==> src/rtl/wamm_pkg.sv <==
// wamm_pkg: shared constants and types for the window average/min/max block.
// No dependencies; imported by every module under rtl/.
package wamm_pkg;

  localparam int NUM_AXES = 3;
  localparam int AXIS_X   = 0;
  localparam int AXIS_Y   = 1;
  localparam int AXIS_Z   = 2;

  // configuration port
  localparam int ADDR_W      = 3;
  localparam int DATA_W      = 32;
  localparam int CFG_LEN_W   = 7;
  localparam logic [CFG_LEN_W-1:0] CFG_LEN_RESET = 7'd8;
  localparam logic REG_WINDOW_LENGTH = 1'b0;

  typedef enum logic [1:0] {
    ST_IDLE,
    ST_SCAN,
    ST_LOAD,
    ST_DIV
  } state_t;

endpackage

==> src/rtl/wamm_div.sv <==
// wamm_div: signed-by-unsigned divider, one quotient bit per cycle,
// truncating toward zero. Depends on wamm_pkg.
module wamm_div import wamm_pkg::*; #(
  parameter int SUM_W       = 22,
  parameter int LEN_W       = 7,
  parameter int SAMPLE_BITS = 16
) (
  input  logic                          clk,
  input  logic                          rst,
  input  logic                          start,
  input  logic [SUM_W-1:0]              dividend,
  input  logic [LEN_W-1:0]              divisor,
  output logic                          busy,
  output logic [SAMPLE_BITS-1:0]        quotient
);

  localparam int CNT_W = $clog2(SUM_W);
  localparam logic [CNT_W-1:0] CNT_LAST = CNT_W'(SUM_W - 1);

  logic             neg;
  logic [SUM_W-1:0] mag;   // dividend bits shift out, quotient bits shift in
  logic [LEN_W:0]   rem;
  logic [CNT_W-1:0] cnt;
  logic [LEN_W:0]   rem_sh;
  logic             ge;
  logic [SUM_W-1:0] q_full;

  assign rem_sh = {rem[LEN_W-1:0], mag[SUM_W-1]};
  assign ge     = (rem_sh >= {1'b0, divisor});
  assign q_full = neg ? (~mag + 1'b1) : mag;
  assign quotient = q_full[SAMPLE_BITS-1:0];

  always_ff @(posedge clk) begin
    if (rst) begin
      busy <= 1'b0;
    end else if (start) begin
      busy <= 1'b1;
    end else if (busy && cnt == CNT_LAST) begin
      busy <= 1'b0;
    end
  end

  always_ff @(posedge clk) begin
    if (start) begin
      neg <= dividend[SUM_W-1];
      mag <= dividend[SUM_W-1] ? (~dividend + 1'b1) : dividend;
      rem <= '0;
      cnt <= '0;
    end else if (busy) begin
      rem <= ge ? (rem_sh - {1'b0, divisor}) : rem_sh;
      mag <= {mag[SUM_W-2:0], ge};
      cnt <= cnt + 1'b1;
    end
  end

endmodule

==> config.mk <==
export PLATFORM = sky130hd
export DESIGN_NAME = wamm_div
export DESIGN_NICKNAME = d
export VERILOG_FILES = /design/src/rtl/wamm_pkg.sv /design/src/rtl/wamm_div.sv
export SDC_FILE = /design/constraint.sdc
export NUM_CORES = 1
export LEC_CHECK = 0
export ABC_CLOCK_PERIOD_IN_PS = 2900
export BUFFER_PORTS_ARGS = -buffer_cell sky130_fd_sc_hd__buf_2
export CAP_MARGIN = 20
export CORE_MARGIN = 2
export CORE_UTILIZATION = 57
export DETAILED_ROUTE_END_ITERATION = 10
export GPL_TIMING_DRIVEN = 1
export PLACE_DENSITY = 0.89
export SYNTH_ARGS = -nofsm -noshare
export SYNTH_HDL_FRONTEND = slang
export SYNTH_SLANG_ARGS = --single-unit
==> constraint.sdc <==
create_clock -name clk -period 2.9 [get_ports clk]
set_clock_uncertainty 0.1 [all_clocks]
set_input_delay 0.29 -clock clk [delete_from_list [all_inputs] [get_ports clk]]
set_output_delay 0.29 -clock clk [all_outputs]
set_load 0.1 [all_outputs]
==> results.cfg <==
[cts]
cts_resized = 0
clk_latency_ns = 0.29
path_clk_slew_ns = 0.07
tritoncts = yes
cts_buffers = 5
cts_max_level = 2
clock_sinks = 36
postCtsSetupBuffers = 0
clk_path_buf_depth = 2
clk_root_buffer_cell = clkbuf_8
cts_hold_buf = 0

[critical_path]
worst-setup-path-type = flop to output port
cp.required_ns = 2.51
worst_ep_arrival_time_ns = 2.33
r2r_end = rem[0]$_SDFFE_PP0P_
r2r_start = mag[21]$_DFFE_PP_
path_max_fanout = 4
cp-start-kind = flop
reg2reg_depth = 7
ff2ff_setup_slack_ns = 0.47
endpoint_kind = output port

[sta]
fin_setup_tns_ns = 0
max-slew-margin-rel_pct = 63.05
tightestPinTransition_ns = 0.5543
final-setup-viol-count = 0
min_period_ns = 2.715
fmax_ghz = 0.3683
maxSlewViolCount = 0
setup_ws_ns = 0.1846
fin_crit_sh_pct = 93.64
rsz0062_at_grt = false
hold_viol_final = 0

[drt]
first_iter_violations = 223
ant_nets = 0
via_count = 2556
wl_per_cell_um = 14.58
drc = 0
firstDrtPassIters = 4
vias_per_cell = 5.972
wl_mm = 6.241

[yosys]
synth_top_family_by_area = simple AND/OR/NAND/NOR gates
yosysTopAreaCell = edfxtp_1
mappedNetlistNets = 366
syn_inst = 322
yosys.area_share.adder_pct = 5.602
ys.flop_type = edfxtp_1
synth_area_leaders = edfxtp_1, dfxtp_1, xnor2_1
ys_seq_area_share_pct = 33.79
synthMuxAreaShare_pct = 1.512
avgSynthCellArea_um2 = 8.739
synth_top_area_share_pct = 24.54
synth-edff-count = 23
ys_warn_count = 0
synth_cell_types = 54
synth_xor_area_share_pct = 10.58
async_flop_share_pct = 0
synth_compound_area_share_pct = 19.88
syn-cell-area_um2 = 2814
synth_seq_cells = 36
synth-simple-area-share_pct = 23.03

[hold_path]
hp-class = input pin to flop
holdCritStartpoint = rst
hold_end = busy$_SDFFE_PP0P_
holdPathStages = 2

[power_and_ir_drop]
pwr-share-seq_pct = 38.5
swShare_pct = 42.82
cellPowerDensity_nw_per_um2 = 531.6
p_leak_nw = 1.258
p_total_w = 0.001694
power.switching_w = 0.0007254
combPwrFrac_pct = 40.1
intPower_w = 0.0009688
peakVddDrop_mv = 0.2732
clkPwrFrac_pct = 21.4

[global_route]
grt_usage_pct = 23.52
grt_pass1_vias = 2393
antenna_found_initial = 0
grt_overflow = 0
grt_max_degree = 30
grt_pass1_wl_mm = 10.19

[place]
io_buffer_count = 48
dp_hpwl_mm = 4.637
place_ws_ns = 0.4577
gp_congestion = 0.8637

[floorplanning]
die_w_um = 74.26
ioPinCount = 49
die_area_um2 = 5515
core-area_um2 = 4755
die_h_um = 74.26
start_util_pct = 59.18
row_count = 25

[final_layout]
areaGrowthSynthToFinish_pct = 13.25
layout-drive-gt1-share_pct = 21.33
num_antenna_cells = 0
multi_input_comb_area_um2 = 1720
nFillCells = 409
final-seq-area_um2 = 950.9
fin_nets = 404

[status]
status = complete, no violations

[run]
maxCapViolations = 0
## layer usage
layer,vias up,share of wire [%],GRT usage [%]
li1,1269,-,-
met1,1195,44,29.50
met2,83,50,40.28
met3,9,5.6,4.336
met4,0,1.0,9.325
met5,-,0,0
## final cells by class
class / count / area share (%)
sequential: 36 / 29.84
clock buffer: 8 / 2.827
timing repair buffer: 53 / 8.716
tap: 67 / 2.631
multi-input combinational: 247 / 53.99
inverter: 17 / 2.002
## kinds of logic (layout without fill, tap and decap cells)
kind of cell             count (synthesis)  after routing
AO/OA/AOI/OAI                           80             80
flip-flops                              36             36
AND/OR/NAND/NOR                        117            117
adder cells (fa/ha/maj)                 12             12
XOR/XNOR                                34             34
buffers and inverters                   39             78
multiplexers                             4              4
## Yosys cell counts, drive strengths merged (6+ instances only)
| cell type | instances |
|---|---|
| inv | 17 |
| clkbuf | 15 |
| nand3b | 6 |
| nand2 | 19 |
| a21oi | 18 |
| buf | 7 |
| or4 | 8 |
| nand3 | 7 |
| o21ai | 13 |
| xnor2 | 17 |
| or2 | 6 |
| nor2b | 6 |
| o31ai | 9 |
| xor2 | 17 |
| nor3b | 6 |
| nand4 | 6 |
| nor2 | 31 |
| o41ai | 7 |
| dfxtp | 13 |
| ha | 11 |
| edfxtp | 23 |
## sequential cells by signal, indices dropped and copies added, names as in the netlist
name	flops
mag	22
rem	7
cnt	5
busy	1
neg	1
## cell usage in the layout, fill, tap and decap left out, drive strengths merged, types with 5 or more instances in the layout
master / Yosys / final
nand2: 19 / 19
o31ai: 9 / 9
xor2: 17 / 17
or2: 6 / 6
nand3b: 6 / 6
edfxtp: 23 / 23
o41ai: 7 / 7
buf: 7 / 53
o21ai: 13 / 13
ha: 11 / 11
inv: 17 / 17
dfxtp: 13 / 13
nor2b: 6 / 6
and3: 5 / 5
nand3: 7 / 7
clkbuf: 15 / 8
nand4: 6 / 6
xnor2: 17 / 17
nor3b: 6 / 6
or4: 8 / 8
a21oi: 18 / 18
nor2: 31 / 31
## how the worst max path moves through the flow
stage                     depth (start not counted)             start  slack, ns                 to
final                                             5  mag[0]$_DFFE_PP_       0.18       quotient[13]
after detailed placement                          7       dividend[0]       0.46  mag[16]$_DFFE_PP_
after global routing                              7  mag[0]$_DFFE_PP_       0.05       quotient[12]
after global placement                            7  mag[0]$_DFFE_PP_       0.50       quotient[12]
after floorplan                                   6  mag[0]$_DFFE_PP_     0.0007       quotient[10]
after CTS                                         5  mag[0]$_DFFE_PP_       0.16       quotient[13]
## power by group through the flow
stage | Clock, W | Combinational (W) | Sequential (W)
after floorplan | 0 | 0.000560 | 0.000653
after global placement | 0 | 0.000663 | 0.000661
after detailed placement | 0 | 0.000677 | 0.000663
after CTS | 0.000365 | 0.000680 | 0.000652
after global routing | 0.000390 | 0.000725 | 0.000659
final | 0.000363 | 0.000679 | 0.000652
## worst max-delay path, stage by stage, from the launching register on
cell and delay [ns]:
edfxtp_1 0.47, nor3_1 0.40, nand4_1 0.21, o41ai_1 0.35
xnor2_1 0.17, buf_2 0.45
## stage by stage
| step | hold slack [ns] | util [%] | instances | cell area, um^2 |
|---|---|---|---|---|
| after floorplan | 0.2624 | - | 322 | 2829 |
| after global placement | 0.3548 | 65.13 | 420 | 3097 |
| after detailed placement | 0.3504 | 65.13 | 420 | 3097 |
| after CTS | 0.04926 | 67.03 | 428 | 3187 |
| after global routing | 0.05058 | 67.03 | 428 | 3187 |
| final | 0.05272 | 67.03 | 428 | 3187 |
Power figures use the tool's default switching activity.
