### config.mk
export PLATFORM = sky130hd
export DESIGN_NAME = wamm_cell
export DESIGN_NICKNAME = d
export VERILOG_FILES = /design/src/rtl/wamm_pkg.sv /design/src/rtl/wamm_cell.sv
export SDC_FILE = /design/constraint.sdc
export NUM_CORES = 1
export LEC_CHECK = 0
export BUFFER_PORTS_ARGS = -buffer_cell sky130_fd_sc_hd__buf_2
export CAP_MARGIN = 20
export CORE_AREA = 2 2 166 168
export DETAILED_ROUTE_END_ITERATION = 7
export DIE_AREA = 0 0 168 170
export GPL_TIMING_DRIVEN = 0
export HOLD_SLACK_MARGIN = 0.1
export PLACE_DENSITY = 0.75
export SLEW_MARGIN = 10
export SYNTH_ARGS = -nofsm -noshare
export SYNTH_HDL_FRONTEND = slang
export SYNTH_SLANG_ARGS = --single-unit
### constraint.sdc
create_clock -name clk -period 4.6 [get_ports clk]
set_input_delay 0.46 -clock clk [delete_from_list [all_inputs] [get_ports clk]]
set_output_delay 0.46 -clock clk [all_outputs]
set_load 0.01 [all_outputs]
### src/rtl/wamm_pkg.sv
// wamm_pkg: shared constants and types for the window average/min/max block.
// No dependencies; imported by every module under rtl/.
package wamm_pkg;

  localparam int NUM_AXES = 3;
  localparam int AXIS_X   = 0;
  localparam int AXIS_Y   = 1;
  localparam int AXIS_Z   = 2;

  // configuration port
  localparam int ADDR_W      = 3;
  localparam int DATA_W      = 32;
  localparam int CFG_LEN_W   = 7;
  localparam logic [CFG_LEN_W-1:0] CFG_LEN_RESET = 7'd8;
  localparam logic REG_WINDOW_LENGTH = 1'b0;

  typedef enum logic [1:0] {
    ST_IDLE,
    ST_SCAN,
    ST_LOAD,
    ST_DIV
  } state_t;

endpackage

### src/rtl/wamm_cell.sv
// wamm_cell: one window slot. Holds a three-axis sample that shifts to the
// next slot on each transfer, and, when inside the window, folds it into the passing sum/max/min.
// Depends on wamm_pkg.
module wamm_cell import wamm_pkg::*; #(
  parameter int CELL_IDX    = 0,
  parameter int LEN_W       = 7,
  parameter int SAMPLE_BITS = 16,
  parameter int SUM_W       = 22
) (
  input  logic                                   clk,
  input  logic                                   shift,
  input  logic [LEN_W-1:0]                       len,
  input  logic [NUM_AXES-1:0][SAMPLE_BITS-1:0]   smp_in,
  output logic [NUM_AXES-1:0][SAMPLE_BITS-1:0]   smp,
  input  logic [NUM_AXES-1:0][SUM_W-1:0]         sum_in,
  input  logic [NUM_AXES-1:0][SAMPLE_BITS-1:0]   hi_in,
  input  logic [NUM_AXES-1:0][SAMPLE_BITS-1:0]   lo_in,
  output logic [NUM_AXES-1:0][SUM_W-1:0]         sum_out,
  output logic [NUM_AXES-1:0][SAMPLE_BITS-1:0]   hi_out,
  output logic [NUM_AXES-1:0][SAMPLE_BITS-1:0]   lo_out
);

  localparam logic [LEN_W-1:0] IDX_L = LEN_W'(CELL_IDX);

  logic in_win;
  assign in_win = (len > IDX_L);

  always_ff @(posedge clk) begin
    if (shift) begin
      smp <= smp_in;
    end
  end

  always_ff @(posedge clk) begin
    for (int a = 0; a < NUM_AXES; a++) begin
      if (in_win) begin
        sum_out[a] <= sum_in[a]
                      + {{(SUM_W-SAMPLE_BITS){smp[a][SAMPLE_BITS-1]}}, smp[a]};
        hi_out[a]  <= ($signed(smp[a]) > $signed(hi_in[a])) ? smp[a] : hi_in[a];
        lo_out[a]  <= ($signed(smp[a]) < $signed(lo_in[a])) ? smp[a] : lo_in[a];
      end else begin
        sum_out[a] <= sum_in[a];
        hi_out[a]  <= hi_in[a];
        lo_out[a]  <= lo_in[a];
      end
    end
  end

endmodule

==> results by group <==
Timing
  – Final worst path period share: 67.78%
  – Setup TNS: 0 ns
  – Worst slew margin: 48.87%
  – Final max-slew violation count: 0
  – Final setup viols: 0
  – Fin. Hold Viols: 0
  – Final min period: 3.118 ns
  – Hold_ws: 0.1235 ns
  – Worst-margin pin slew: 0.7650 ns
  – Unrepaired setup endpoints after global routing: no
  – Setup Skew: 0.01183 ns
  – Max Clock Freq: 320.7 MHz

Cells and area
  – Synthesis-to-layout area growth: 31.67%
  – Layout cell share with drive strength beyond 1: 33.83%
  – Fillers: 2213
  – Final instance area: 16110 um^2
  – Post-layout net count: 2113

Yosys
  – Number of synthesized flops with an enable pin: 48
  – Syn nets: 1611
  – Post-synth cell types: 62
  – Cell Area, Synth: 12240 um^2
  – Cell taking the most area after synthesis: dfxtp_1
  – Top post-synthesis cells by area: dfxtp_1 (27%), ha_1 (16%), edfxtp_1 (12%)
  – Number of synthesis warnings: 0
  – Top FF cell, synth: dfxtp_1
  – Sequential area share after synthesis: 38.28%
  – Seq cells post-synth: 210
  – Mean Syn Cell Area: 9.925 um^2
  – Asr flop ratio synth: 0%
  – Cells after Synth: 1233
  – Synth top area share: 26.50%

Placed design
  – Port Buf Inserts: 428
  – Detailed Place HPWL: 30300 um
  – Routability Congestion: 0.8866
  – Dpl cell area: 14830 um^2

Worst setup path
  – Crit path DAT: 3.52 ns
  – CP max stage cell: edfxtp_1
  – Reg-to-reg slack, setup: 1.48 ns
  – Crit-path max cell delay: 0.67 ns
  – Critical-path cell list: ha_1 > nand4_1 > nor4_1 > a21oi_1 > o41ai_1 > mux2_2 > buf_4 > mux2_2
  – Worst Reg-to-Reg Cells: 8
  – Crit start category: flip-flop
  – CP required: 5.01 ns
  – Crit Path Max Fanout: 15
  – Crit-path most repeated cell: mux2_2
  – Worst setup EP type: flip-flop
  – Critical path type: flip-flop to flip-flop

Drt
  – Vias per cell: 5.381
  – DRC viols: 0
  – Per-cell routed wire length: 18.84 um
  – Antenna-violating nets left: 0
  – DRT iter0 DRCs: 584
  – First-pass detailed-route iteration total: 5
  – Routed WL: 39590 um
  – Routed vias: 11310

GRT
  – Tot GR Track Use: 26.61%
  – Grt ovf: 0
  – Maximum number of pins on one net before global-route repair: 32
  – Initial antenna violation count: 7
  – First-pass GRT wire length: 60130 um
  – Vias in the first global route: 11550

Floorplanning
  – Core Area: 26650 um^2
  – Die Ht: 170 um
  – Starting Density: 45.92%
  – IO Count: 429
  – Die area: 28560 um^2
  – FP Rows: 60
  – Die width: 168 um

Clock network
  – Longest Clk Path Bufs: 3
  – Root Driver: clkbuf_16
  – Post-CTS sizing: 0
  – Clock transition at the registers of the reported paths: 0.07 ns
  – Worst skew pair latency: 0.53 ns
  – CTS Buf Count: 24
  – CTS tree: done
  – TritonCTS Sinks: 210
  – H-tree depth: 1

Status
  – Status: finished clean

Power and ir drop
  – Leakage power: 8.036 nW
  – Power Density: 390.1 nW/um^2
  – Max VDD drop: 0.3219 mV

Worst hold path
  – Worst hold path stage count: 2
  – Worst Hold Class: input pin to flip-flop

Job
  – Max-cap violations: 0
[path summary, 6_finish.rpt]
kind	start	to
hold reg to reg	smp[0]	hi_out[0]
setup reg to reg	smp[31]	hi_out[21]
hold / removal	sum_in[21]	sum_out[21]
setup / recovery	smp[31]	hi_out[21]
[state kept, by name, summed over array words and instances (netlist names)]
name and count:
sum_out 66, hi_out 48, lo_out 48, smp 48
[synth_stat cells (7+ instances only)]
cell type	n
a211oi_2	8
a21o_1	49
a21oi_1	110
a31oi_1	10
and2_1	7
clkbuf_1	21
dfxtp_1	162
edfxtp_1	48
ha_1	156
inv_1	109
mux2_2	68
mux2_4	30
nand2_1	74
nand2b_1	13
nand3_1	12
nand4_1	25
nor2_1	79
nor2b_1	12
nor3_1	7
o211ai_1	10
o21a_1	9
o21ai_0	54
o21bai_1	9
o31ai_1	8
xnor2_1	27
xor2_1	27
[power breakdown]
part | internal (mW) | switching, mW | total [mW] | leakage [nW]
clock network | 1.17 | 0.776 | 1.95 | 0.385
registers | 2.23 | 0.157 | 2.38 | 1.84
logic | 0.913 | 1.05 | 1.96 | 5.81
[final cells by class]
type	instances	area [um^2]	area share (%)
inverters	109	409.1	2.539
clock buffers	36	706.9	4.387
flip-flops and latches	210	4684	29.07
well taps	341	426.7	2.648
plain buffers	32	163.9	1.017
clock inverters	8	92.59	0.5746
diodes	7	17.52	0.1087
repair buffers	476	2633	16.34
multi-input cells	882	6980	43.32
[what timing repair did]
action | CTS | global route
hold endpoints to repair | 47 | 0
hold buffers | 47 | 0
buffers inserted | 0 | 0
[cell usage in the layout, fill, tap and decap left out, types with 4 or more instances in the layout]
master / netlist / routed
buf_2: 5 / 433
dfxtp_1: 162 / 162
ha_1: 156 / 156
a21oi_1: 110 / 110
inv_1: 109 / 109
nor2_1: 79 / 79
nand2_1: 74 / 74
mux2_2: 68 / 68
o21ai_0: 54 / 54
a21o_1: 49 / 49
edfxtp_1: 48 / 48
dlygate4sd3_1: 0 / 47
mux2_4: 30 / 30
clkbuf_1: 21 / 28
xor2_1: 27 / 27
xnor2_1: 27 / 27
nand4_1: 25 / 25
clkbuf_16: 0 / 25
nand2b_1: 13 / 13
nand3_1: 12 / 12
nor2b_1: 12 / 12
o211ai_1: 10 / 10
a31oi_1: 10 / 10
o21bai_1: 9 / 9
o21a_1: 9 / 9
o31ai_1: 8 / 8
a211oi_2: 8 / 8
diode_2: 0 / 7
nor3_1: 7 / 7
and2_1: 7 / 7
a211oi_1: 6 / 6
and3_1: 6 / 6
or3_1: 6 / 6
o22ai_1: 4 / 4
buf_6: 4 / 4
clkbuf_8: 0 / 4
[critical path, delay by kind of cell (launching register included)]
kind,cells,cell delay (ns)
fa+ha+maj,1,0.51
buf+inv,1,0.25
compound gates,2,0.27
flops,1,0.67
simple gates,2,0.56
mux,2,0.73
[cell families after synthesis]
logic type,after synthesis,share of synthesized area (%)
and+or+nand+nor,254,9.907
xor gates and xnor gates,54,3.865
AOI/OAI and AO/OA,314,16.64
DFF,210,38.28
buffers and inverters,141,4.682
muxes,101,10.18
adders and majority gates,159,16.44
[metrics by stage]
step | util (%) | total power [mW] | cells | worst slack [ns]
global route | 60.46 | 6.581 | 2100 | 1.339
detailed placement | 55.63 | 4.318 | 2003 | 1.530
floorplan | - | 3.562 | 1233 | 1.977
CTS | 60.40 | 6.310 | 2094 | 1.531
global placement | 55.56 | 4.273 | 2002 | 1.522
finish | 60.46 | 6.286 | 2101 | 1.482
[layer usage]
metal  part of all wire, %  GRT usage, %  vias up
met5                     0             0        -
met4                   4.4         12.10        0
met3                   7.3         6.349      106
met2                    48         46.17      455
met1                    40         31.27     5287
li1                      -             -     5458
Note: power is estimated with default switching activity, not from simulation.
